File: config.mk
export PLATFORM = sky130hd
export DESIGN_NAME = rth_mul
export DESIGN_NICKNAME = d
export VERILOG_FILES = /design/src/rth_pkg.sv /design/src/rth_mul.sv
export SDC_FILE = /design/constraint.sdc
export NUM_CORES = 1
export LEC_CHECK = 0
export BUFFER_PORTS_ARGS = -buffer_cell sky130_fd_sc_hd__buf_2
export CAP_MARGIN = 20
export CELL_PAD_IN_SITES_DETAIL_PLACEMENT = 1
export CELL_PAD_IN_SITES_GLOBAL_PLACEMENT = 2
export CORE_ASPECT_RATIO = 1.75
export CORE_UTILIZATION = 40
export DETAILED_ROUTE_END_ITERATION = 6
export PLACE_DENSITY_LB_ADDON = 0.1
export SKIP_LAST_GASP = 1
export SYNTH_ARGS = -nofsm -noshare
export SYNTH_HDL_FRONTEND = slang
export SYNTH_SLANG_ARGS = --single-unit
export TNS_END_PERCENT = 1
File: constraint.sdc
create_clock -name clock -period 10.3 [get_ports clock]
set_input_delay 0.515 -clock clock [delete_from_list [all_inputs] [get_ports clock]]
set_output_delay 0.515 -clock clock [all_outputs]
set_load 0.1 [all_outputs]
File: src/rth_pkg.sv
// ----------------------------------------------------------------------------
// rth_pkg: shared constants for the ray/triangle hit test
// Digit width and latency of the pipelined signed multiplier.
// ----------------------------------------------------------------------------
package rth_pkg;

   localparam int DIGIT_BITS = 16;
   localparam int MUL_LAT    = 3;

endpackage

File: src/rth_mul.sv
// ----------------------------------------------------------------------------
// rth_mul: pipelined signed multiplier
// Sign/magnitude form; 16x16 digit products, row sums, then the final sum and
// sign, each registered. One product per cycle.
// ----------------------------------------------------------------------------
module rth_mul #(
   parameter int A_BITS = 16,
   parameter int B_BITS = 16
) (
   input  logic                              clock,
   input  logic signed [A_BITS-1:0]          a_i,
   input  logic signed [B_BITS-1:0]          b_i,
   output logic signed [A_BITS+B_BITS-1:0]   p_o
);
   import rth_pkg::*;

   localparam int D  = DIGIT_BITS;
   localparam int NA = (A_BITS + D - 1) / D;
   localparam int NB = (B_BITS + D - 1) / D;
   localparam int AP = NA * D;
   localparam int BP = NB * D;
   localparam int RW = BP + D;
   localparam int TW = AP + BP;
   localparam int PB = A_BITS + B_BITS;

   logic [A_BITS-1:0] a_mag;
   logic [B_BITS-1:0] b_mag;
   logic [AP-1:0]     ua;
   logic [BP-1:0]     ub;

   logic [2*D-1:0] pp_ff [NA][NB];
   logic           neg1_ff;
   logic [RW-1:0]  row_in [NA];
   logic [RW-1:0]  row_ff [NA];
   logic           neg2_ff;
   logic [TW-1:0]  tot;
   logic [PB-1:0]  p_in;
   logic [PB-1:0]  p_ff;

   always_comb begin
      a_mag = a_i[A_BITS-1] ? A_BITS'(-a_i) : A_BITS'(a_i);
      b_mag = b_i[B_BITS-1] ? B_BITS'(-b_i) : B_BITS'(b_i);
      ua    = AP'(a_mag);
      ub    = BP'(b_mag);
   end

   always_ff @(posedge clock) begin
      for (int i = 0; i < NA; i++) begin
         for (int j = 0; j < NB; j++) begin
            pp_ff[i][j] <= ua[D*i +: D] * ub[D*j +: D];
         end
      end
      neg1_ff <= a_i[A_BITS-1] ^ b_i[B_BITS-1];
   end

   // sum each row of digit products
   always_comb begin
      for (int i = 0; i < NA; i++) begin
         row_in[i] = '0;
         for (int j = 0; j < NB; j++) begin
            row_in[i] = row_in[i] + (RW'(pp_ff[i][j]) << (D * j));
         end
      end
   end

   always_ff @(posedge clock) begin
      row_ff  <= row_in;
      neg2_ff <= neg1_ff;
   end

   always_comb begin
      tot = '0;
      for (int i = 0; i < NA; i++) begin
         tot = tot + (TW'(row_ff[i]) << (D * i));
      end
      p_in = neg2_ff ? PB'(-PB'(tot)) : PB'(tot);
   end

   always_ff @(posedge clock) begin
      p_ff <= p_in;
   end

   assign p_o = $signed(p_ff);

endmodule

==> out/metrics.cfg, run 1 <==
[sta]
tns_ns=0
relSlewSlack_pct=26.0
finalHoldViolCount=0
holdWs_ns=0.326
max_freq_mhz=124
setup_viol=0
slew_violations=0
setup_ws_ns=2.21
grt_setup_unrepaired=no
worst_slew_pin_slew_ns=1.11
skew_ns=0.0101
finalCritPeriodShare_pct=78.5
finalCriticalPeriod_ns=8.09

[die]
core_area_sq_um=28600
die_area_sq_um=29700
ioPinCount=65
rows=82
dieWidth_microns=131
die_h_microns=227
start_util_pct=40.5

[setup_path]
critPathMaxFanout=12
critical_path_class=primary input to register
r2r_start=row_ff[8]
crit_start=a_i[0]
cp.required_ns=10.53
crit_end=pp_ff[0][24]
arrival_ns=8.31
startpoint_type=primary input
reg2reg_depth=7
r2r-end=p_o[30]
r2r_setup_slack_ns=7.71
cp-end-kind=register

[cts]
ctsHoldBuffers=0
cts_buffer_depth=2
cts_root_buf=clkbuf_16
cts_sinks=98
worstSkewPairLatency_ns=0.34
ctsResizeCount=0
tritoncts=yes
path_clk_slew_ns=0.07
post_cts_buffers=0
cts_max_level=3
cts_inserted_buffers=9

[global_route]
grt_overflow_total=0
grt_pass1_wl_microns=52200
grt.total_usage_pct=24.2
grt_pass1_vias=9439
grt_max_degree=33
antenna_found_initial=0

[final_layout]
fillers=3368
final_util_pct=44.8
fin_nets=1675
final_cell_mix=inv_1 (238), fa_1 (194), nand2_1 (164)
final_layout_size_suffix_gt1_share_pct=9.14
layout_commonest_cell=inv_1
n_antenna_cell=0
syn_to_final_growth_pct=10.4

[logic_synthesis]
synth_top_flop_cell=dfxtp_1
netlist_area_sq_um=11600
synth_cell_types=57
yosys.area.top_type_share_pct=33.5
synth_seq_area_share_pct=16.9
syn_inst=1275
yosys.area.top_type=fa_1
synthTopCellsByArea=fa_1 (33%), dfxtp_1 (17%), ha_1 (12%)
ys_async_sr_fraction_pct=0
synth_edf_count=0
avgSynthCellArea_sq_um=9.10
synth-warning-count=0
ys_ff_latch=98
syn_nets=1609

[run]
drv_cap=0

[place]
dp_hpwl_microns=29200
gp_congestion=0.863
place_ws_ns=1.80
port_buffers=64

[detailed_routing]
post_drt_wl_per_cell_microns=19.5
vias=8768
drt_iter0_markers=269
viasPerCell=5.09
totalWireLength_microns=33700
firstDrtPassIters=4
drc=0
drtAntennaViolNets=0

[worst_hold_path]
hp-class=register to register

[run_status]
outcome=complete, no violations

-- cells in the mapped netlist (4+ instances only) --
master / instances
clkbuf_1: 29
ha_1: 107
xnor2_1: 69
xor2_1: 36
nand2_1: 164
o41ai_1: 7
dfxtp_1: 98
fa_1: 194
o21ai_0: 40
nand2b_1: 10
nor3_1: 7
and3_1: 4
nor2_1: 133
a31oi_1: 6
inv_1: 238
and2_1: 6
nand3_1: 10
a21o_1: 13
or3_1: 10
o31ai_1: 11
a21oi_1: 27
o21a_1: 4
-- cell families (layout without fill, tap and decap cells) --
logic type / count (synthesis) / in the layout / synth area share, %
adders and majority gates: 301 / 301 / 45.0
AOI/OAI and AO/OA: 129 / 129 / 7.27
DFF: 98 / 98 / 16.9
buffers and inverters: 270 / 341 / 8.74
xor gates and xnor gates: 106 / 106 / 8.07
and+or+nand+nor: 371 / 371 / 14.0
-- metal layers --
metal / up-vias / wire (microns) / track usage (%)
met5: - / 0 / 0
met4: 0 / 1860 / 12.2
met3: 63 / 474 / 1.53
met2: 129 / 19500 / 48.4
met1: 4515 / 11800 / 24.4
li1: 4061 / - / -
-- sequential cells by signal (all words and copies together), names as in the netlist --
name / flops
row_ff: 32
neg1_ff: 1
p_o: 32
pp_ff: 32
neg2_ff: 1
-- worst max-delay path, cell delays in order --
cell	delay, ns
buf_2	0.15
inv_1	0.37
ha_1	0.24
nand2_1	0.09
nor4_1	0.42
inv_1	0.11
o41a_1	0.38
xor2_1	0.68
nand2_1	0.15
fa_1	0.49
fa_1	0.46
fa_1	0.54
inv_1	0.06
fa_1	0.50
fa_1	0.54
inv_1	0.05
fa_1	0.53
inv_1	0.04
ha_1	0.37
a21oi_1	0.30
a21boi_0	0.15
a311oi_1	0.24
o21ai_0	0.17
a21oi_1	0.40
o21ai_0	0.18
xor2_1	0.16
-- worst min path at each step --
stage	slack, ns	to	start	cells past startpoint
floorplan	0.31	neg2_ff	neg1_ff	0
global placement	0.31	row_ff[0]	pp_ff[0][0]	0
detailed placement	0.31	row_ff[13]	pp_ff[0][13]	0
CTS	0.33	row_ff[10]	pp_ff[0][10]	0
global route	0.33	row_ff[21]	pp_ff[0][21]	0
finish	0.33	row_ff[10]	pp_ff[0][10]	0
-- area by class of cell --
cell class              count  area [sq um]  area share, %
well taps                 378           473           3.69
flip-flops and latches     98          1960           15.3
multi-input cells         907          8660           67.6
clock inverters             7          93.8          0.732
inverters                 239           897           7.00
repair buffers             86           505           3.94
clock buffers               9           225           1.76
-- stage by stage --
stage / instance area [sq um] / cells
3_5_place_dp: 12400 / 1704
6_report: 12800 / 1724
5_1_grt: 12800 / 1724
4_1_cts: 12800 / 1720
3_3_place_gp: 12400 / 1703
2_1_floorplan: 11600 / 1275
Power of run 1 is not shown: default switching activity piles up to over one toggle a cycle in this logic, so the estimate is an artifact.
==> run 2: changes to the inputs <==
--- a/config.mk
+++ b/config.mk
@@ -5,12 +5,13 @@
 export SDC_FILE = /design/constraint.sdc
 export NUM_CORES = 1
 export LEC_CHECK = 0
+export ABC_AREA = 1
 export BUFFER_PORTS_ARGS = -buffer_cell sky130_fd_sc_hd__buf_2
 export CAP_MARGIN = 20
 export CELL_PAD_IN_SITES_DETAIL_PLACEMENT = 1
 export CELL_PAD_IN_SITES_GLOBAL_PLACEMENT = 2
 export CORE_ASPECT_RATIO = 1.75
-export CORE_UTILIZATION = 40
+export CORE_UTILIZATION = 34
 export DETAILED_ROUTE_END_ITERATION = 6
 export PLACE_DENSITY_LB_ADDON = 0.1
 export SKIP_LAST_GASP = 1
==> constraint.sdc (replaced) <==
create_clock -name clock -period 7.44 [get_ports clock]
set_input_delay 0.372 -clock clock [delete_from_list [all_inputs] [get_ports clock]]
set_output_delay 0.372 -clock clock [all_outputs]
set_load 0.1 [all_outputs]
==> out/metrics.cfg, run 2 <==
[logic_synthesis]
ys_top_cells_by_count=nand2_1 (492), inv_1 (420), fa_1 (194), nor2_1 (178), ha_1 (107)  ; was inv_1 (238), fa_1 (194), nand2_1 (164), nor2_1 (133), ha_1 (107)
avgSynthCellArea_sq_um=7.41  ; was 9.10 sq um
synth_cell_types=42  ; was 57
syn_nets=2098  ; was 1609
synth-warning-count=0  ; unchanged
synth_top_flop_cell=dfxtp_1  ; unchanged
synthTopCellsByArea=fa_1 (30%), dfxtp_1 (15%), nand2_1 (14%)  ; was fa_1 (33%), dfxtp_1 (17%), ha_1 (12%)
ys_async_sr_fraction_pct=0  ; unchanged
netlist_area_sq_um=13100  ; was 11600 sq um
yosys.area.top_type=fa_1  ; unchanged
synth_seq_area_share_pct=15.0  ; was 16.9%
ys_ff_latch=98  ; unchanged
synthMostInstantiatedCell=nand2_1  ; was inv_1
syn_inst=1764  ; was 1275
synth_edf_count=0  ; unchanged
yosys.area.top_type_share_pct=29.7  ; was 33.5%

[cts]
path_clk_slew_ns=0.07  ; about the same
ctsResizeCount=0  ; unchanged
cts_sinks=98  ; unchanged
cts_inserted_buffers=9  ; unchanged
post_cts_buffers=0  ; unchanged
tritoncts=yes  ; unchanged
ctsHoldBuffers=0  ; unchanged
cts_max_level=3  ; unchanged
worstSkewPairLatency_ns=0.36  ; was 0.34 ns
cts_buffer_depth=2  ; unchanged
cts_root_buf=clkbuf_16  ; unchanged

[sta]
slew_violations=0  ; unchanged
grt_setup_unrepaired=no  ; unchanged
worst_slew_pin_slew_ns=0.687  ; was 1.11 ns
tns_ns=0  ; unchanged
finalHoldViolCount=0  ; unchanged
finalCriticalPeriod_ns=6.97
setup_viol=0  ; unchanged
relSlewSlack_pct=54.2  ; was 26.0%
max_freq_mhz=143
finalCritPeriodShare_pct=93.7
skew_ns=0.0101  ; about the same

[die]
start_util_pct=34.6  ; was 40.5%
rows=94  ; was 82
die_h_microns=261  ; was 227 microns
core_area_sq_um=37800  ; was 28600 sq um
ioPinCount=65  ; unchanged
die_area_sq_um=39300  ; was 29700 sq um
dieWidth_microns=150  ; was 131 microns

[detailed_routing]
drtAntennaViolNets=0  ; unchanged
viasPerCell=4.65  ; was 5.09
vias=10800  ; was 8768
firstDrtPassIters=4  ; unchanged
post_drt_wl_per_cell_microns=18.1  ; was 19.5 microns
totalWireLength_microns=42100  ; was 33700 microns
drc=0  ; unchanged
drt_iter0_markers=279  ; was 269

[setup_path]
r2r_setup_slack_ns=5.35  ; was 7.71 ns
critical_path_class=primary input to register  ; unchanged
r2r-end=p_o[30]  ; unchanged
startpoint_type=primary input  ; unchanged
cpMostUsedCell=inv_1  ; was fa_1
critPathMaxFanout=13  ; was 12
reg2reg_depth=9  ; was 7
r2r_start=row_ff[1]  ; was row_ff[8]
cp.required_ns=7.69  ; was 10.53 ns
cp-end-kind=register  ; unchanged
slowest_stage=fa_1  ; was xor2_1
critPathMaxStageDelay_ns=0.54  ; was 0.68 ns
arrival_ns=7.22  ; was 8.31 ns

[run_status]
outcome=complete, no violations  ; unchanged

[place]
dp_hpwl_microns=38000  ; was 29200 microns
gp_congestion=0.866  ; was 0.863
postPlaceCellArea_sq_um=14100  ; was 12400 sq um
port_buffers=64  ; unchanged

[global_route]
grt_max_degree=29  ; was 33
grt_pass1_wl_microns=65800  ; was 52200 microns
grt.total_usage_pct=22.8  ; was 24.2%
grt_pass1_vias=12100  ; was 9439
antenna_found_initial=1  ; was 0
grt_overflow_total=0  ; unchanged

[worst_hold_path]
hp-class=register to register  ; unchanged
hold_start=pp_ff[0][21]  ; was pp_ff[0][10]
hold_depth=0  ; unchanged
holdPathEnd=row_ff[21]  ; was row_ff[10]

[final_layout]
design_area_sq_um=14400  ; was 12800 sq um
syn_to_final_growth_pct=9.85  ; was 10.4%
final_cell_mix=nand2_1 (492), inv_1 (420), fa_1 (194)  ; was inv_1 (238), fa_1 (194), nand2_1 (164)
n_antenna_cell=0  ; unchanged
final_layout_size_suffix_gt1_share_pct=9.09  ; was 9.14%
fin_nets=2178  ; was 1675
layout_commonest_cell=nand2_1  ; was inv_1

[run]
drv_cap=0  ; unchanged

run 2: cell types whose count changed in the layout (fill, tap and decap cells not counted), sizes merged, moves of 11 or more:
cell and change:
nand3 +73, nand2 +341, o21ai -21, buf +15
or3 -13, nor2 +52, a21o -11, o31ai -15
inv +195, xnor2 -63
run 2: critical path, delay by kind of cell:
kind / cells / cell delay [ns]
fa+ha+maj: 8 / 3.17
buf+inv: 10 / 1.27
simple gates: 13 / 2.39
run 2: cell type report:
cell class,instances,area [sq um]
Multi-Input combinational cell,1203,9280
Fill cell,4730,23400
Sequential cell,98,1960
Timing Repair Buffer,101,598
Clock buffer,9,225
Inverter,431,1620
Clock inverter,7,78.8
Tap cell,480,601
run 2: routing by layer:
layer  vias up  routed length [microns]  GRT usage (%)
met1      5327                    14400           20.8
met2       156                    25000           48.8
li1       5287                        -              -
met4         0                     2200           12.0
met5         -                        0              0
met3        64                      502          0.906
run 2: cells by family after synthesis:
family	count (synthesis)	synth area share (%)
AOI/OAI and AO/OA	55	2.52
xor gates and xnor gates	46	3.34
adders and majority gates	301	39.9
buffers and inverters	463	14.0
DFF	98	15.0
and+or+nand+nor	801	25.2
run 2: worst max path at each step:
stage / to / depth (start not counted) / from / slack, ns
finish: pp_ff[0][20] / 31 / a_i[0] / 0.47
detailed placement: pp_ff[0][20] / 31 / a_i[0] / 0.09
global placement: pp_ff[0][20] / 31 / a_i[0] / 0.14
floorplan: pp_ff[0][25] / 28 / a_i[0] / 1.30
global route: pp_ff[0][20] / 31 / a_i[0] / 0.05
CTS: pp_ff[0][20] / 31 / a_i[0] / 0.45
run 2: metrics by stage:
step	hold slack, ns	utilization [%]	std cells	worst slack, ns
2_1_floorplan	0.310	-	1764	1.30
3_3_place_gp	0.310	37.2	2313	0.140
3_5_place_dp	0.313	37.2	2313	0.0888
4_1_cts	0.331	38.0	2329	0.452
5_1_grt	0.335	38.0	2329	0.0471
6_report	0.329	38.0	2329	0.471
Power of run 2 is left out for the same reason.
==> run 3: changes to the inputs <==
--- a/config.mk
+++ b/config.mk
@@ -5,16 +5,16 @@
 export SDC_FILE = /design/constraint.sdc
 export NUM_CORES = 1
 export LEC_CHECK = 0
-export ABC_AREA = 1
-export BUFFER_PORTS_ARGS = -buffer_cell sky130_fd_sc_hd__buf_2
 export CAP_MARGIN = 20
 export CELL_PAD_IN_SITES_DETAIL_PLACEMENT = 1
 export CELL_PAD_IN_SITES_GLOBAL_PLACEMENT = 2
 export CORE_ASPECT_RATIO = 1.75
-export CORE_UTILIZATION = 34
+export CORE_UTILIZATION = 38
 export DETAILED_ROUTE_END_ITERATION = 6
+export DONT_BUFFER_PORTS = 1
 export PLACE_DENSITY_LB_ADDON = 0.1
 export SKIP_LAST_GASP = 1
+export SLEW_MARGIN = 20
 export SYNTH_ARGS = -nofsm -noshare
 export SYNTH_HDL_FRONTEND = slang
 export SYNTH_SLANG_ARGS = --single-unit
==> out/metrics.cfg, run 3 (synthesis gave the netlist of run 1 again) <==
[detailed_routing]
viasPerCell=5.01  ; was 4.65
vias=8680  ; was 10.8k
totalWireLength_microns=33400  ; was 42100 microns
firstDrtPassIters=4  ; unchanged
drtAntennaViolNets=0  ; unchanged
post_drt_wl_per_cell_microns=19.3  ; was 18.1 microns
drc=0  ; unchanged
drt_iter0_markers=229  ; was 279

[final_layout]
fin_nets=1674  ; was 2178
fillers=3615  ; was 4730
final_cells=1732  ; was 2329
multi_input_area_sq_um=8630  ; was 9280 sq um
n_antenna_cell=0  ; unchanged
layout_commonest_cell=inv_1  ; was nand2_1
final_layout_size_suffix_gt1_share_pct=8.85  ; was 9.09%
register_area_sq_um=1960  ; unchanged
syn_to_final_growth_pct=11.3  ; was 9.85%
final_cell_mix=inv_1 (238), fa_1 (194), nand2_1 (164)  ; was nand2_1 (492), inv_1 (420), fa_1 (194)

[sta]
setup_viol=0  ; unchanged
slew_violations=0  ; unchanged
tns_ns=0  ; unchanged
skew_ns=0.00464  ; was 0.0101 ns
max_freq_mhz=142  ; was 143 MHz
finalCritPeriodShare_pct=94.5  ; was 93.7%
worst_slew_pin_slew_ns=1.07  ; was 0.687 ns
finalCriticalPeriod_ns=7.03  ; was 6.97 ns
finalHoldViolCount=0  ; unchanged
relSlewSlack_pct=28.3  ; was 54.2%
grt_setup_unrepaired=no  ; unchanged

[die]
ioPinCount=65  ; unchanged
core_area_sq_um=30100  ; was 37800 sq um
die_h_microns=233  ; was 261 microns
dieWidth_microns=134  ; was 150 microns
rows=84  ; was 94
start_util_pct=38.6  ; was 34.6%
die_area_sq_um=31300  ; was 39300 sq um

[cts]
cts_buffer_depth=2  ; unchanged
ctsResizeCount=0  ; unchanged
cts_max_level=3  ; unchanged
post_cts_buffers=0  ; unchanged
ctsHoldBuffers=0  ; unchanged
cts_inserted_buffers=9  ; unchanged
path_clk_slew_ns=0.07  ; about the same
cts_sinks=98  ; unchanged
cts_root_buf=clkbuf_16  ; unchanged
worstSkewPairLatency_ns=0.35  ; was 0.36 ns
tritoncts=yes  ; unchanged

[setup_path]
r2r_setup_slack_ns=4.75  ; was 5.35 ns
cpMostUsedCell=fa_1  ; was inv_1
r2r_start=row_ff[8]  ; was row_ff[1]
cp.required_ns=7.68  ; was 7.69 ns
crit_chain=or4_1 > or2_0 > or3_1 > o31a_1 > xnor2_2 > buf_4 > nor2_1 > fa_1 > fa_1 > fa_1 > fa_1 > fa_1 > inv_1 > fa_1 > inv_1 > ha_1 > a21oi_1 > o21ai_0 > a31o_2 > a21oi_1 > o41a_1 > o21ai_0 > xor2_1
critical_path_class=primary input to register  ; unchanged
slowest_stage=fa_1  ; unchanged
critPathMaxFanout=6  ; was 13
crit_start=b_i[8]  ; was a_i[0]
startpoint_type=primary input  ; unchanged
arrival_ns=7.27  ; was 7.22 ns
cp-end-kind=register  ; unchanged
critPathMaxStageDelay_ns=0.57  ; was 0.54 ns

[place]
dp_cells=1716  ; was 2313
dp_hpwl_microns=29200  ; was 38000 microns
gp_congestion=0.886  ; was 0.866
port_buffers=0  ; was 64

[worst_hold_path]
hold_start=b_i[15]  ; was pp_ff[0][21]
hp-class=primary input to register  ; was register to register

[global_route]
grt.total_usage_pct=22.4  ; was 22.8%
antenna_found_initial=0  ; was 1
grt_pass1_wl_microns=51900  ; was 65800 microns
grt_max_degree=33  ; was 29
grt_overflow_total=0  ; unchanged
grt_pass1_vias=9759  ; was 12.1k

[run_status]
outcome=complete, no violations  ; unchanged

[run]
drv_cap=0  ; unchanged

## run 3: cell count changes in the layout (fill, tap and decap cells not counted), moves of 24 or more
cell	delta
inv_1	-182
o21ai_0	+24
nand2_1	-328
nand3_1	-71
buf_4	+48
buf_2	-64
xnor2_1	+61
nor2_1	-45
## run 3: through the flow
stage	hold slack [ns]	setup WS, ns	instance area (sq um)	util, %
3_5_place_dp	0.313	0.0322	12600	41.9
3_3_place_gp	0.310	0.193	12600	41.9
2_1_floorplan	0.310	0.233	11600	-
6_report	0.198	0.410	12900	43.0
4_1_cts	0.173	0.395	12900	42.9
5_1_grt	0.178	0.0572	12900	43.0
## run 3: final cells by class
type	instances	area share (%)
Multi-Input combinational cell	907	66.9
Sequential cell	98	15.2
Inverter	239	6.95
Timing Repair Buffer	85	4.94
Tap cell	387	3.75
Clock buffer	9	1.74
Clock inverter	7	0.562
## run 3: critical path: cells and delay by family
| family | cells | cell delay (ns) |
|---|---|---|
| adders and majority gates | 7 | 3.30 |
| xor gates and xnor gates | 2 | 0.50 |
| and+or+nand+nor | 4 | 1.30 |
| buffers and inverters | 3 | 0.32 |
| AOI/OAI and AO/OA | 7 | 1.48 |
## run 3: routing by layer
metal,GRT usage [%],share of wire (%),vias up
met4,11.5,4.9,0
li1,-,-,4064
met5,0,0,-
met1,22.1,36,4388
met3,1.35,2.0,64
met2,45.7,57,164
## run 3: path summary, 6_finish.rpt
| check | to | depth (start not counted) |
|---|---|---|
| worst max register to register | p_o[24] | 7 |
| worst min-delay path | neg1_ff | 1 |
| worst max-delay path | pp_ff[0][27] | 23 |
| worst min register to register | row_ff[21] | 0 |
Power of run 3 is left out for the same reason.
